--- config.mk ---
export PLATFORM = sky130hd
export DESIGN_NAME = kdb_lane
export DESIGN_NICKNAME = d
export VERILOG_FILES = /design/src/design/kdb_pkg.sv /design/src/design/kdb_lane.sv
export SDC_FILE = /design/constraint.sdc
export NUM_CORES = 1
export LEC_CHECK = 0
export ABC_AREA = 1
export BUFFER_PORTS_ARGS = -buffer_cell sky130_fd_sc_hd__clkbuf_2
export CAP_MARGIN = 20
export CORE_MARGIN = 2
export CORE_UTILIZATION = 44
export CTS_BUF_LIST = sky130_fd_sc_hd__clkbuf_4
export CTS_CLUSTER_DIAMETER = 30
export DETAILED_ROUTE_END_ITERATION = 8
export PLACE_DENSITY = 0.72
export SLEW_MARGIN = 25
export SYNTH_ARGS = -nofsm -noshare
export SYNTH_HDL_FRONTEND = slang
export SYNTH_SLANG_ARGS = --single-unit
--- constraint.sdc ---
create_clock -name clk -period 27.2 [get_ports clk]
set_input_delay 8.16 -clock clk [delete_from_list [all_inputs] [get_ports clk]]
set_output_delay 8.16 -clock clk [all_outputs]
set_load 0.01 [all_outputs]
--- src/design/kdb_pkg.sv ---
// package with shared constants and types for the key debounce block
`timescale 1ns / 1ps

package kdb_pkg;

    // default sizes
    localparam int NUM_KEYS_DEF   = 16;
    localparam int TICK_WIDTH_DEF = 32;

    // fixed field widths
    localparam int KEY_IDX_W  = 4;
    localparam int MS_W       = 16;
    localparam int PERIOD_W   = 8;
    localparam int CFG_IDX_W  = 2;
    localparam int CFG_DATA_W = 16;

    // register reset values
    localparam logic [MS_W-1:0]     DEBOUNCE_RST = 16'd100;
    localparam logic [MS_W-1:0]     HOLD_RST     = 16'd2000;
    localparam logic [PERIOD_W-1:0] PERIOD_RST   = 8'd1;

    // configuration register indexes
    localparam logic [CFG_IDX_W-1:0] REG_DEBOUNCE = 2'd0;
    localparam logic [CFG_IDX_W-1:0] REG_HOLD     = 2'd1;
    localparam logic [CFG_IDX_W-1:0] REG_PERIOD   = 2'd2;

    // event kinds
    localparam logic KIND_HOLD  = 1'b0;
    localparam logic KIND_PRESS = 1'b1;

    // scan sequencer states
    typedef enum logic [1:0] {
        ST_IDLE,
        ST_DEBOUNCE,
        ST_EVAL,
        ST_DRAIN
    } state_t;

endpackage

--- src/design/kdb_lane.sv ---
// one key lane: press timestamp register and hold time comparison
`timescale 1ns / 1ps

module kdb_lane #(
    parameter int TICK_WIDTH = kdb_pkg::TICK_WIDTH_DEF
) (
    input  logic                         clk,
    input  logic                         load,
    input  logic [TICK_WIDTH-1:0]        now_tick,
    input  logic [kdb_pkg::PERIOD_W-1:0] tick_period_ms,
    input  logic [kdb_pkg::MS_W-1:0]     hold_ms,
    input  logic                         key_held,
    output logic                         hold_hit
);

    localparam int ELAPSED_W = TICK_WIDTH + kdb_pkg::PERIOD_W;

    logic [TICK_WIDTH-1:0] press_tick_reg;
    logic [TICK_WIDTH-1:0] ticks;
    logic [ELAPSED_W-1:0]  elapsed;

    // press time of the key, captured on the stable scan that first shows it down
    always_ff @(posedge clk)
    begin
        if (load)
        begin
            press_tick_reg <= now_tick;
        end
    end

    // wrapped tick difference scaled to ms, then the hold threshold
    assign ticks    = now_tick - press_tick_reg;
    assign elapsed  = ELAPSED_W'(ticks) * ELAPSED_W'(tick_period_ms);
    assign hold_hit = key_held && (elapsed >= ELAPSED_W'(hold_ms));

endmodule

==> results of run 1 <==
==> layer usage <==
metal  share of wire  wire length [um]  global-route usage
met4           0.028               854             0.06522
met3           0.050              1489             0.02361
met2            0.49             14690              0.3951
met1            0.43             13000              0.2877
met5               0                 0                   0
==> cells in the mapped netlist (3+ instances only) <==
master	number
sky130_fd_sc_hd__xnor2_1	12
sky130_fd_sc_hd__nand4_1	15
sky130_fd_sc_hd__o21bai_1	5
sky130_fd_sc_hd__clkbuf_1	19
sky130_fd_sc_hd__and2_1	4
sky130_fd_sc_hd__xnor2_4	3
sky130_fd_sc_hd__fa_1	181
sky130_fd_sc_hd__a21o_1	6
sky130_fd_sc_hd__inv_2	4
sky130_fd_sc_hd__nand3_2	3
sky130_fd_sc_hd__a21oi_1	69
sky130_fd_sc_hd__nor2_1	274
sky130_fd_sc_hd__ha_1	107
sky130_fd_sc_hd__nand3_1	59
sky130_fd_sc_hd__nand2_4	3
sky130_fd_sc_hd__nor2_2	20
sky130_fd_sc_hd__a21oi_2	7
sky130_fd_sc_hd__clkinv_1	4
sky130_fd_sc_hd__xor2_2	5
sky130_fd_sc_hd__edfxtp_1	32
sky130_fd_sc_hd__a31oi_1	4
sky130_fd_sc_hd__xor2_1	17
sky130_fd_sc_hd__nand2_2	7
sky130_fd_sc_hd__o21a_1	6
sky130_fd_sc_hd__nor3_1	13
sky130_fd_sc_hd__inv_1	368
sky130_fd_sc_hd__nand2_1	338
sky130_fd_sc_hd__o21ai_0	30
sky130_fd_sc_hd__nand3b_1	11
==> final cells by class <==
type	instances	area, um^2
clock buffers	6	45.04
clock inverters	1	5.005
fillers	2684	14180
inverters	376	1411
multi-input cells	1226	9472
flip-flops and latches	32	960.9
well taps	341	426.7
repair buffers	60	302.8
==> how the worst max path moves through the flow <==
stage | from | end | slack, ns | cells after the start
after global routing | now_tick[0] | hold_hit | 3.51 | 39
after CTS | now_tick[0] | hold_hit | 4.18 | 39
after floorplan | now_tick[0] | hold_hit | 5.09 | 37
final | now_tick[0] | hold_hit | 4.21 | 39
after detailed placement | now_tick[0] | hold_hit | 4.20 | 39
after global placement | now_tick[0] | hold_hit | 4.37 | 39
==> logic make-up (layout without fill, tap and decap cells) <==
group,count (synthesis),after routing,share of synthesized area
AO/OA/AOI/OAI,143,143,0.07545
XOR/XNOR,39,39,0.03778
adder cells (fa/ha/maj),288,288,0.4162
buffers and inverters,397,443,0.1250
flip-flops,32,32,0.08060
AND/OR/NAND/NOR,756,756,0.2650
==> per-stage QoR <==
step | area [um^2] | utilization | hold WS, ns
6_report | 12620 | 0.4710 | 7.997
5_1_grt | 12620 | 0.4710 | 7.972
4_1_cts | 12620 | 0.4710 | 7.985
2_1_floorplan | 11920 | - | 8.259
3_3_place_gp | 12570 | 0.4691 | 8.359
3_5_place_dp | 12570 | 0.4691 | 8.357
==> worst max-delay path, delay by kind of cell <==
family	cells	cell delay (ns)
buffers and inverters	9	0.75
adders and majority gates	8	3.29
and+or+nand+nor	15	1.43
xor gates and xnor gates	2	0.42
AOI/OAI and AO/OA	5	0.76
==> metrics, run 1 <==
maximum number of pins on one net before global-route repair=33; slowest library cell on the worst path=sky130_fd_sc_hd__fa_1; drt total wl=30,030 um; number of CTS-inserted buffers=5; synth-to-layout area growth=5.877%; # IOs=60; worst setup margin=4.207 ns; Setup Total Neg Slack=0 ns; Post-Layout Cell Count=2,042; share of final-layout standard cells stronger than drive strength 1=0.08172; Critical Path RT=around 19 ns; Peak Freq=0.04349 GHz; minimum clock period after layout=22.99 ns; placed wire-length estimate after detailed placement=25,680 um; Synthesis Warnings=0; root cell of the clock tree=sky130_fd_sc_hd__clkbuf_4; ANT cells=0; most frequent cells in the layout=sky130_fd_sc_hd__inv_1, sky130_fd_sc_hd__nand2_1, sky130_fd_sc_hd__nor2_1; cell depth of the worst min-delay path=1; count of input and output buffers=59; category of the most critical setup path=in -> out; number of enable-type register cells in the synthesized netlist=32; TritonCTS clock tree=done; Data arrival, critical path=~15 ns; Synth Register Bits=32; routed via count divided by cell count=slightly above 5; post-CTS clock slew at the launch and capture registers of the worst setup and hold paths=~0.1 ns; number of slew-limit violations in the final report=0; last weighted congestion value of the routability-driven placer=0.9255; H-tree Lvls=2; starting density of the core=0.4449; share of the cycle needed by the critical path after routing=0.8453; Die ar.=28,430 um^2; max-capacitance violation count=0; worst setup slack after placement=4.197 ns; Final ANT Viol Nets=0; Cell Area, Synth=~12,000 um^2; crit end category=primary output; post-synthesis cell type with the largest combined area=sky130_fd_sc_hd__fa_1; launch point of the worst hold path=now_tick[0]; number of nets in the layout=2,048; Worst Hold End=press_tick_reg[0]$_DFFE_PP_; max FFs per register=32; clock tree sinks=32; most area-consuming cells after synthesis=sky130_fd_sc_hd__fa_1, sky130_fd_sc_hd__inv_1, sky130_fd_sc_hd__ha_1, sky130_fd_sc_hd__nand2_1, sky130_fd_sc_hd__nor2_1; type of element launching the critical path=primary input; aggregate global routing overflow=0; Least-Margin Pin Slew=0.9376 ns; number of instances in the placed design=2,035; portion of synthesized cell area occupied by the leading cell type=0.3039; number of library cell types mapped by synthesis=50; most frequent standard cell in the layout excluding fill and tap cells=sky130_fd_sc_hd__inv_1; detail-routed net length per standard cell=14.71 um; Critical Path Fanout Max=6; min-delay worst type=in -> reg; Cells after Synth=approximately 1.7k; Slowest Stage Delay on Critical Path=approximately 0.55 ns; drt drc=0; antenna violations before repair=0; Synth Area per Inst=around 7 um^2; Final Hold Vio Count=0; Placement Rows=60; GR Util All Layers=0.2226; number of vias in the routed layout=around 11k; horizontal extent of the die=168.6 um; Iteration-0 DRC Markers=822; Post-Syn Nets=~2.0k; wire length of the first global-routing pass=between 50,000 and 60,000 um; headroom to the max-slew limit=0.3711; share of the yosys chip area belonging to registers=0.08060; outcome=finished clean; CTS Buffer Depth=2; count of cells resized by post-cts repair=0; area of the core region=26,800 um^2; fraction of registers with async set/reset=0; cts hold-fix bufs=0; Setup Buffers After CTS=0; via count of the first global-routing pass=10.92k; Final setup viols=0; overall die height=about 170 um; RSZ-0062 raised after global routing=false; count of TritonRoute iterations in the first routing pass=5; main flop type after synthesis=sky130_fd_sc_hd__edfxtp_1
Power of run 1 is left out: the tool's default activity adds up to more than one toggle a clock period on the data nets, which glitch-free logic cannot reach.
==> inputs of run 2 (changes only) <==
--- a/config.mk
+++ b/config.mk
@@ -13,7 +13,7 @@
 export CTS_BUF_LIST = sky130_fd_sc_hd__clkbuf_4
 export CTS_CLUSTER_DIAMETER = 30
 export DETAILED_ROUTE_END_ITERATION = 8
-export PLACE_DENSITY = 0.72
+export PLACE_DENSITY = 0.75
 export SLEW_MARGIN = 25
 export SYNTH_ARGS = -nofsm -noshare
 export SYNTH_HDL_FRONTEND = slang
==> constraint.sdc (replaced) <==
create_clock -name clk -period 19 [get_ports clk]
set_input_delay 5.7 -clock clk [delete_from_list [all_inputs] [get_ports clk]]
set_output_delay 5.7 -clock clk [all_outputs]
set_load 0.01 [all_outputs]
==> run 2 against run 1 <==
  * Hold slack got worse by 2.5 ns
  * Routed wire length fell by 0.57%
  * Via count fell by 0.28%
  * Highest routed layer unchanged
==> metrics, run 2 (same netlist as run 1, synthesis figures left out) <==
outcome=finished clean; count of cells resized by post-cts repair=0; detail-routed net length per standard cell=14.60 um; headroom to the max-slew limit=0.3871; min-delay worst type=in -> reg; drt drc=0; post-CTS clock slew at the launch and capture registers of the worst setup and hold paths=~0.11 ns; horizontal extent of the die=roughly 170 um; Least-Margin Pin Slew=0.9128 ns; Iteration-0 DRC Markers=689; root cell of the clock tree=sky130_fd_sc_hd__clkbuf_4; via count of the first global-routing pass=10.97k; wire length of the first global-routing pass=52,100 um; minimum clock period after layout=17.99 ns; Peak Freq=0.05559 GHz; CTS Buffer Depth=2; H-tree Lvls=2; share of the cycle needed by the critical path after routing=0.9468; type of element launching the critical path=primary input; slowest library cell on the worst path=sky130_fd_sc_hd__fa_1; crit end category=primary output; area of the core region=26,800 um^2; maximum number of pins on one net before global-route repair=33; max FFs per register=32; Critical Path Fanout Max=6; cts hold-fix bufs=0; number of slew-limit violations in the final report=0; share of final-layout standard cells stronger than drive strength 1=0.08333; Final setup viols=0; Final Hold Vio Count=0; number of nets in the layout=2,050; overall die height=~170 um; Setup Buffers After CTS=0; number of CTS-inserted buffers=5; count of input and output buffers=59; placed wire-length estimate after detailed placement=25,580 um; worst setup slack after placement=0.9690 ns; drt total wl=29,860 um; # IOs=60; tightest hold margin=approximately 5.5 ns; most frequent standard cell in the layout excluding fill and tap cells=sky130_fd_sc_hd__inv_1; GR Util All Layers=0.2242; category of the most critical setup path=in -> out; ANT cells=0; count of TritonRoute iterations in the first routing pass=7; Die ar.=28,430 um^2; aggregate global routing overflow=0; Critical Path RT=13.30 ns; Placement Rows=60; routed via count divided by cell count=5.146; starting density of the core=0.4449; filler cell count=2,697; most frequent cells in the layout=sky130_fd_sc_hd__inv_1, sky130_fd_sc_hd__nand2_1, sky130_fd_sc_hd__nor2_1; Final ANT Viol Nets=0; worst setup margin=1.010 ns; Setup Total Neg Slack=0 ns; number of vias in the routed layout=10.52k; Slowest Stage Delay on Critical Path=0.55 ns; max-capacitance violation count=0; clock tree sinks=32; area taken by multi-input logic gates=9472 um^2; synth-to-layout area growth=6.255%; TritonCTS clock tree=done; last weighted congestion value of the routability-driven placer=0.9281; storage element area=just under 1000 um^2; RSZ-0062 raised after global routing=false; antenna violations before repair=0; Data arrival, critical path=12.29 ns
## run 2: changes by cell type in the layout (fill, tap and decap cells not counted), sizes merged
cell    delta
bufinv     +1
buf        +2
## run 2: critical path, delay by kind of cell
family / cells / cell delay (ns)
adders and majority gates: 8 / 3.33
AOI/OAI and AO/OA: 5 / 0.76
xor gates and xnor gates: 2 / 0.38
and+or+nand+nor: 15 / 1.38
buffers and inverters: 9 / 0.75
## run 2: per-layer routing
layer | vias to the layer above | share of wire | track usage
met4 | 0 | 0.024 | 0.05885
met5 | - | 0 | 0
met3 | 57 | 0.061 | 0.02993
met2 | 344 | 0.49 | 0.4006
li1 | 5108 | - | -
met1 | 5015 | 0.43 | 0.2865
## run 2: area by class of cell
class                           count  share of cell area
Multi-Input combinational cell   1226              0.7477
Inverter                          376              0.1114
Sequential cell                    32             0.07585
Tap cell                          341             0.03368
Timing Repair Buffer               62             0.02509
Clock buffer                        6            0.003556
Clock inverter                      2            0.002765
## run 2: stage by stage
step | area, um^2 | utilization | std cells
after detailed placement | 12590 | 0.4697 | 2037
after CTS | 12670 | 0.4727 | 2045
final | 12670 | 0.4727 | 2045
after floorplan | 11920 | - | 1655
after global placement | 12590 | 0.4697 | 2037
after global routing | 12670 | 0.4727 | 2045
## run 2: final timing paths
kind | startpoint | cells past startpoint | to
max | now_tick[0] | 39 | hold_hit
min | now_tick[3] | 1 | press_tick_reg[3]$_DFFE_PP_
Power of run 2 is left out for the same reason.
