--- config.mk ---
export PLATFORM = sky130hd
export DESIGN_NAME = kdb_merge
export DESIGN_NICKNAME = d
export VERILOG_FILES = /design/src/design/kdb_pkg.sv /design/src/design/kdb_merge.sv
export SDC_FILE = /design/constraint.sdc
export NUM_CORES = 1
export LEC_CHECK = 0
export BUFFER_PORTS_ARGS = -buffer_cell sky130_fd_sc_hd__buf_2
export CAP_MARGIN = 25
export CORE_MARGIN = 4
export CORE_UTILIZATION = 32
export DETAILED_ROUTE_END_ITERATION = 12
export SLEW_MARGIN = 20
export SYNTH_ARGS = -nofsm -noshare
export SYNTH_HDL_FRONTEND = slang
export SYNTH_SLANG_ARGS = --single-unit
--- constraint.sdc ---
create_clock -name clk -period 3.4 [get_ports clk]
set_input_delay 0.34 -clock clk [delete_from_list [all_inputs] [get_ports clk]]
set_output_delay 0.34 -clock clk [all_outputs]
set_load 0.03 [all_outputs]
--- src/design/kdb_pkg.sv ---
// package with shared constants and types for the key debounce block
`timescale 1ns / 1ps

package kdb_pkg;

    // default sizes
    localparam int NUM_KEYS_DEF   = 16;
    localparam int TICK_WIDTH_DEF = 32;

    // fixed field widths
    localparam int KEY_IDX_W  = 4;
    localparam int MS_W       = 16;
    localparam int PERIOD_W   = 8;
    localparam int CFG_IDX_W  = 2;
    localparam int CFG_DATA_W = 16;

    // register reset values
    localparam logic [MS_W-1:0]     DEBOUNCE_RST = 16'd100;
    localparam logic [MS_W-1:0]     HOLD_RST     = 16'd2000;
    localparam logic [PERIOD_W-1:0] PERIOD_RST   = 8'd1;

    // configuration register indexes
    localparam logic [CFG_IDX_W-1:0] REG_DEBOUNCE = 2'd0;
    localparam logic [CFG_IDX_W-1:0] REG_HOLD     = 2'd1;
    localparam logic [CFG_IDX_W-1:0] REG_PERIOD   = 2'd2;

    // event kinds
    localparam logic KIND_HOLD  = 1'b0;
    localparam logic KIND_PRESS = 1'b1;

    // scan sequencer states
    typedef enum logic [1:0] {
        ST_IDLE,
        ST_DEBOUNCE,
        ST_EVAL,
        ST_DRAIN
    } state_t;

endpackage

--- src/design/kdb_merge.sv ---
// merging stage: serializes the lane results into events, holds first then presses
`timescale 1ns / 1ps

module kdb_merge #(
    parameter int NUM_KEYS = kdb_pkg::NUM_KEYS_DEF
) (
    input  logic                          clk,
    input  logic                          rst_n,
    input  logic                          load,
    input  logic [NUM_KEYS-1:0]           hold_vec,
    input  logic [NUM_KEYS-1:0]           press_vec,
    output logic                          busy,
    output logic                          out_valid,
    input  logic                          out_stall,
    output logic [kdb_pkg::KEY_IDX_W-1:0] key_index,
    output logic                          event_kind,
    output logic                          last_event
);

    localparam int PEND_W     = 2 * NUM_KEYS;
    localparam int PEND_IDX_W = $clog2(PEND_W);

    logic [PEND_W-1:0]              pending_reg;
    logic [PEND_W-1:0]              pending_next;
    logic                           out_valid_reg;
    logic                           out_valid_next;
    logic [kdb_pkg::KEY_IDX_W-1:0]  key_reg;
    logic [kdb_pkg::KEY_IDX_W-1:0]  key_next;
    logic                           kind_reg;
    logic                           kind_next;
    logic                           last_reg;
    logic                           last_next;

    logic                  found;
    logic [PEND_IDX_W-1:0] sel_idx;
    logic [PEND_W-1:0]     sel_onehot;
    logic [PEND_W-1:0]     rest;
    logic                  sel_press;
    logic                  advance;

    // lowest pending bit: holds sit below presses, so holds leave first
    always_comb
    begin
        found      = 1'b0;
        sel_idx    = '0;
        sel_onehot = '0;
        for (int j = 0; j < PEND_W; j++)
        begin
            if (!found && pending_reg[j])
            begin
                found         = 1'b1;
                sel_idx       = PEND_IDX_W'(j);
                sel_onehot[j] = 1'b1;
            end
        end
    end

    assign rest      = pending_reg & ~sel_onehot;
    assign sel_press = (sel_idx >= PEND_IDX_W'(NUM_KEYS));
    assign advance   = found && (!out_valid_reg || !out_stall);

    // next values of the queue and the output register
    always_comb
    begin
        pending_next   = pending_reg;
        out_valid_next = out_valid_reg;
        key_next       = key_reg;
        kind_next      = kind_reg;
        last_next      = last_reg;
        if (out_valid_reg && !out_stall)
        begin
            out_valid_next = 1'b0;
        end
        if (advance)
        begin
            pending_next   = rest;
            out_valid_next = 1'b1;
            kind_next      = sel_press ? kdb_pkg::KIND_PRESS : kdb_pkg::KIND_HOLD;
            key_next       = sel_press
                           ? kdb_pkg::KEY_IDX_W'(sel_idx - PEND_IDX_W'(NUM_KEYS))
                           : kdb_pkg::KEY_IDX_W'(sel_idx);
            last_next      = (rest == '0);
        end
        if (load)
        begin
            pending_next = {press_vec, hold_vec};
        end
    end

    // control state
    always_ff @(posedge clk or negedge rst_n)
    begin
        if (!rst_n)
        begin
            pending_reg   <= '0;
            out_valid_reg <= 1'b0;
        end
        else
        begin
            pending_reg   <= pending_next;
            out_valid_reg <= out_valid_next;
        end
    end

    // event payload
    always_ff @(posedge clk)
    begin
        key_reg  <= key_next;
        kind_reg <= kind_next;
        last_reg <= last_next;
    end

    assign busy       = |pending_reg;
    assign out_valid  = out_valid_reg;
    assign key_index  = key_reg;
    assign event_kind = kind_reg;
    assign last_event = last_reg;

endmodule

==> results_dict.tcl, run 1 <==
set metrics [dict create \
    seqCellArea_um2 1010 \
    die_height_um 94.5 \
    finalSetupViolations 0 \
    clk_latency_ns 0.29 \
    syn2layout_area_growth_pct 16.9 \
    initial_core_util 0.330 \
    grt_pass1_vias 2134 \
    ys_warn_count 0 \
    vias_per_cell 5.20 \
    largest_reg_flops 32 \
    ys_top_cells_by_count "56 x nand2_1, 38 x o21ai_1, 33 x dfrtp_1" \
    dieArea_um2 8930 \
    synthesis.nets 330 \
    cts.repair.resized 0 \
    antenna_found_initial 0 \
    num_rows 31 \
    ys_ff_latch 39 \
    htreeDepth 2 \
    grt-ovfl-total 0 \
    r2r_cells 7 \
    clk_pin_slew_ns 0.08 \
    ant_nets 0 \
    maxCapViolCount 0 \
    cts_root_buf "clkbuf_8" \
    post-route-min-period_ns 2.63 \
    crit_chain "nor4_4 > nand4_2 > o41ai_4 > inv_2 > nand3_1 > nand2_1 > o21ai_1" \
    synth_edf_count 6 \
    hold_buffers 0 \
    crit_family "simple AND/OR/NAND/NOR gates" \
    max_freq_ghz 0.380 \
    yosys.area.top_type_share 0.345 \
    diodes 0 \
    tightest_slew_ns 0.754 \
    io_pins 44 \
    syn_avg_cell_area_um2 8.15 \
    hold_viol_final 0 \
    fin_setup_tns_ns 0 \
    nFillCells 769 \
    numCtsBuffers 5 \
    rr_startpoint "pending_reg[2]" \
    routabilityCongestion 0.914 \
    crit_start "pending_reg[2]" \
    status "finished, final reports clean" \
    totalPowerFinal_mw 1.20 \
    leakage_nw 1.15 \
    dp.final_hpwl_mm 4.49 \
    final_nets 366 \
    crit_buf_inv 1 \
    ys.flop_type "dfrtp_1" \
    path_max_fanout 15 \
    worstPathArrival_ns 2.84 \
    synth_area_leaders "dfrtp_1 34%, nand2_1 8.8%, o21ai_1 7.9%, edfxtp_1 7.5%, nor2_1 3.8%" \
    cp-end-kind "register" \
    port_buffers 43 \
    reg2reg_to "pending_reg[20]" \
    start_kind "register" \
    yosysUniqueCellTypes 48 \
    placedCellCount 422 \
    drv_slew 0 \
    core_area_um2 7250 \
    grt_pass1_wl_mm 10.3 \
    num_vias 2237 \
    clk_path_buf_depth 2 \
    async_flop_share 0.846 \
    relSlewSlack 0.497 \
    synth.largest_area_cell "dfrtp_1" \
    syn_inst 294 \
    netlist_area_um2 2390 \
    wl_mm 6.27 \
    hp-class "in -> async" \
    drt_first_pass_iters 4 \
    cp.required_ns 3.61 \
    vdd_ir_drop_max_mv 0.171 \
    reg2reg_slack_ns 0.77 \
    setup.worst_path.class "reg -> reg" \
    ys_seq_area_frac 0.420 \
    p_per_area_nw_per_um2 429 \
    critPathSlowestCell "o41ai_4" \
    grt_usage 0.146 \
    clock_sinks 39 \
    drc_errors 0 \
    cts_tree "yes" \
    die_w_um 94.5 \
    fin_crit_sh 0.773 \
    drive_above_1_share 0.187 \
    drtIter0Drc 177 \
    synth.most_common_cell "nand2_1" \
    grt_max_degree 64 \
    fin_skew_ns 0.00675 \
    instances_no_fill 430 \
    cts_setup_buffers 0 \
    rsz0062_at_grt "false" \
    multi_input_area_um2 1300 \
    max_stage_delay_ns 0.63 \
    wl_per_cell_um 14.6 \
]
## metal layers
layer  up-vias  global-route usage  part of all wire  wire length, um
met2        48               0.230              0.45             2810
met5         -                   0                 0                0
met4         0              0.0397            0.0070               44
met3         2              0.0295             0.044              275
li1       1150                   -                 -                -
met1      1037               0.205              0.50             3140
## layout make-up
class | instances | share of cell area
sequential | 39 | 0.359
clock buffer | 6 | 0.0295
timing repair buffer | 44 | 0.0805
tap | 99 | 0.0443
multi-input combinational | 233 | 0.464
inverter | 7 | 0.00939
clock inverter | 2 | 0.0125
## cell usage in the layout (no fill, tap or decap), drive strengths merged, types with 6 or more instances in the layout
cell type and n:
nand2 56, o21ai 52, buf 44, dfrtp 33
nor2 24, a21oi 15, nor3 12, nor4 10
or4 7, inv 7, nand3 6, clkbuf 6
edfxtp 6
## worst max-delay path by stage
stage                     cells past startpoint  slack (ns)              end
after floorplan                               8        1.16  pending_reg[29]
after global placement                        7        0.91  pending_reg[19]
after detailed placement                      7        0.79  pending_reg[22]
after CTS                                     7        0.75  pending_reg[20]
after global routing                          7        0.52  pending_reg[22]
final                                         7        0.77  pending_reg[20]
## where the power goes
part | switching (mW) | internal [mW] | leakage [nW]
Sequential | 0.0754 | 0.514 | 0.458
Combinational | 0.119 | 0.0864 | 0.629
Clock | 0.169 | 0.238 | 0.0612
## cells by family (layout without fill, tap and decap cells)
group,Yosys count,count (layout),synth area share
fa+ha+maj,2,2,0.00836
buf+inv,22,59,0.0371
compound gates,94,94,0.234
flops,39,39,0.420
simple gates,132,132,0.280
mux,5,5,0.0209
## per-stage QoR
step	worst slack [ns]	hold WS, ns	util	cell area, um2
final	0.770	0.104	0.386	2800
after global routing	0.523	0.171	0.386	2800
after CTS	0.751	0.152	0.386	2800
after detailed placement	0.786	0.471	0.369	2680
after global placement	0.909	0.448	0.369	2680
after floorplan	1.16	0.0444	-	2390
Note: power is estimated with default switching activity, not from simulation.
==> inputs of run 2 (changes only) <==
clock period = 2.3 ns   (was 3.4 ns; I/O delays follow)
==> run 2 against run 1 <==
Compared with the run above: highest routed layer unchanged; the flow now finishes with violations (hold timing); largest cell class unchanged; wire length up 5.3%; die area stayed put; design area is 12% higher; sequential power rose by 40%; via count up 7.9%; combinational power is 110% higher; largest power group unchanged.
==> results_dict.tcl, run 2 (synthesis results as in run 1) <==
set metrics [dict create \
    die_height_um 94.5 \
    p_per_area_nw_per_um2 623 \
    numCtsBuffers 5 \
    fin_crit_sh 0.955 \
    design_area_um2 3130 \
    drt_first_pass_iters 4 \
    instances_no_fill 466 \
    num_rows 31 \
    io_pins 44 \
    cp_common_cell "buf_4" \
    grt_max_degree 34 \
    crit_chain "buf_4 > nor4_4 > nand4_2 > nor2_4 > buf_4 > nand2_1 > buf_2" \
    switchingPower_mw 0.567 \
    setup.worst_path.class "reg -> out" \
    placedInstanceArea_um2 2910 \
    final_common_cell "nand2_1" \
    max_stage_delay_ns 0.38 \
    max_freq_ghz 0.455 \
    htreeDepth 2 \
    cts_tree "yes" \
    holdWs_ns -0.00581 \
    crit_buf_inv 3 \
    netSwitchingFraction 0.291 \
    final_nets 402 \
    drv_slew 0 \
    post-route-min-period_ns 2.20 \
    dp.final_hpwl_mm 5.02 \
    clock_sinks 39 \
    fin_skew_ns 0.00890 \
    layout_common_cells "56 x nand2_1, 43 x buf_2, 38 x o21ai_1" \
    hp-class "in -> async" \
    clk_latency_ns 0.30 \
    leakage_nw 1.33 \
    worst_slack_ns 0.104 \
    cp.required_ns 2.07 \
    initial_core_util 0.330 \
    tightest_slew_ns 0.759 \
    largest_reg_flops 32 \
    grt_pass1_vias 2337 \
    path_max_fanout 7 \
    diodes 0 \
    drive_above_1_share 0.283 \
    pwr-share-seq 0.423 \
    p_int_mw 1.38 \
    worstPathArrival_ns 1.97 \
    core_area_um2 7250 \
    cp-end-kind "output port" \
    vdd_ir_drop_max_mv 0.280 \
    finalSetupViolations 0 \
    syn2layout_area_growth_pct 30.5 \
    drtIter0Drc 170 \
    maxCapViolCount 0 \
    pre_cts_ws_ns 0.0859 \
    placedCellCount 453 \
    power_frac_clock 0.355 \
    rsz0062_at_grt "true" \
    start_kind "register" \
    totalPowerFinal_mw 1.95 \
    grt_pass1_wl_mm 11.0 \
    combPwrFrac 0.222 \
    relSlewSlack 0.494 \
    clk_path_buf_depth 2 \
    die_w_um 94.5 \
    ant_nets 0 \
    grt-ovfl-total 0 \
    wl_per_cell_um 14.2 \
    port_buffers 43 \
    crit_family "simple AND/OR/NAND/NOR gates" \
    clk_pin_slew_ns 0.08 \
    antenna_found_initial 0 \
    critPathSlowestCell "dfrtp_1" \
    grt_usage 0.156 \
    routabilityCongestion 0.901 \
    status "finished with violations" \
    drc_errors 0 \
    nFillCells 747 \
    wl_mm 6.60 \
    cts_root_buf "clkbuf_8" \
    num_vias 2413 \
    hold_viol_final 14 \
    violations "hold timing" \
    dieArea_um2 8930 \
    vias_per_cell 5.18 \
]
## run 2: final cells by class
cell class / count / area (um2) / share of cell area
clock buffers: 5 / 68.8 / 0.0220
flip-flops and latches: 39 / 1010 / 0.322
clock inverters: 3 / 67.6 / 0.0216
inverters: 7 / 28.8 / 0.00921
well taps: 99 / 124 / 0.0396
multi-input cells: 233 / 1340 / 0.428
repair buffers: 80 / 493 / 0.158
## run 2: worst paths after layout
check,from,slack (ns),endpoint,cells after the start
min,rst_n,-0.006,pending_reg[20],1
max reg2reg,pending_reg[8],0.11,pending_reg[27],7
max in group asynchronous,rst_n,1.82,pending_reg[6],1
max,pending_reg[2],0.10,busy,7
min reg2reg,pending_reg[30],0.62,pending_reg[30],2
min in group clk,hold_vec[2],0.14,pending_reg[2],3
## run 2: repair_timing
action,CTS,global route
endpoints found under the setup margin,1,24
pin swaps,0,2
resized for setup,2,7
cloned,0,0
setup buffers,0,5
hold buffers,0,0
## run 2: power by group through the flow
stage	Combinational, mW	Sequential [mW]	Clock, mW
after floorplan	0.226	0.850	0
after global placement	0.418	0.832	0
after detailed placement	0.421	0.835	0
after CTS	0.424	0.822	0.704
after global routing	0.487	0.832	0.728
final	0.432	0.824	0.692
## run 2: per-stage QoR
step | setup TNS [ns] | util
floorplan | 0 | -
global placement | 0 | 0.401
detailed placement | 0 | 0.401
CTS | 0 | 0.421
global route | -0.0244 | 0.431
finish | 0 | 0.431
## run 2: metal layers
metal	part of all wire	vias up	track usage
met5	0	-	0
met4	0.013	0	0.0433
met3	0.054	8	0.0287
met2	0.45	73	0.247
met1	0.48	1108	0.217
li1	-	1224	-
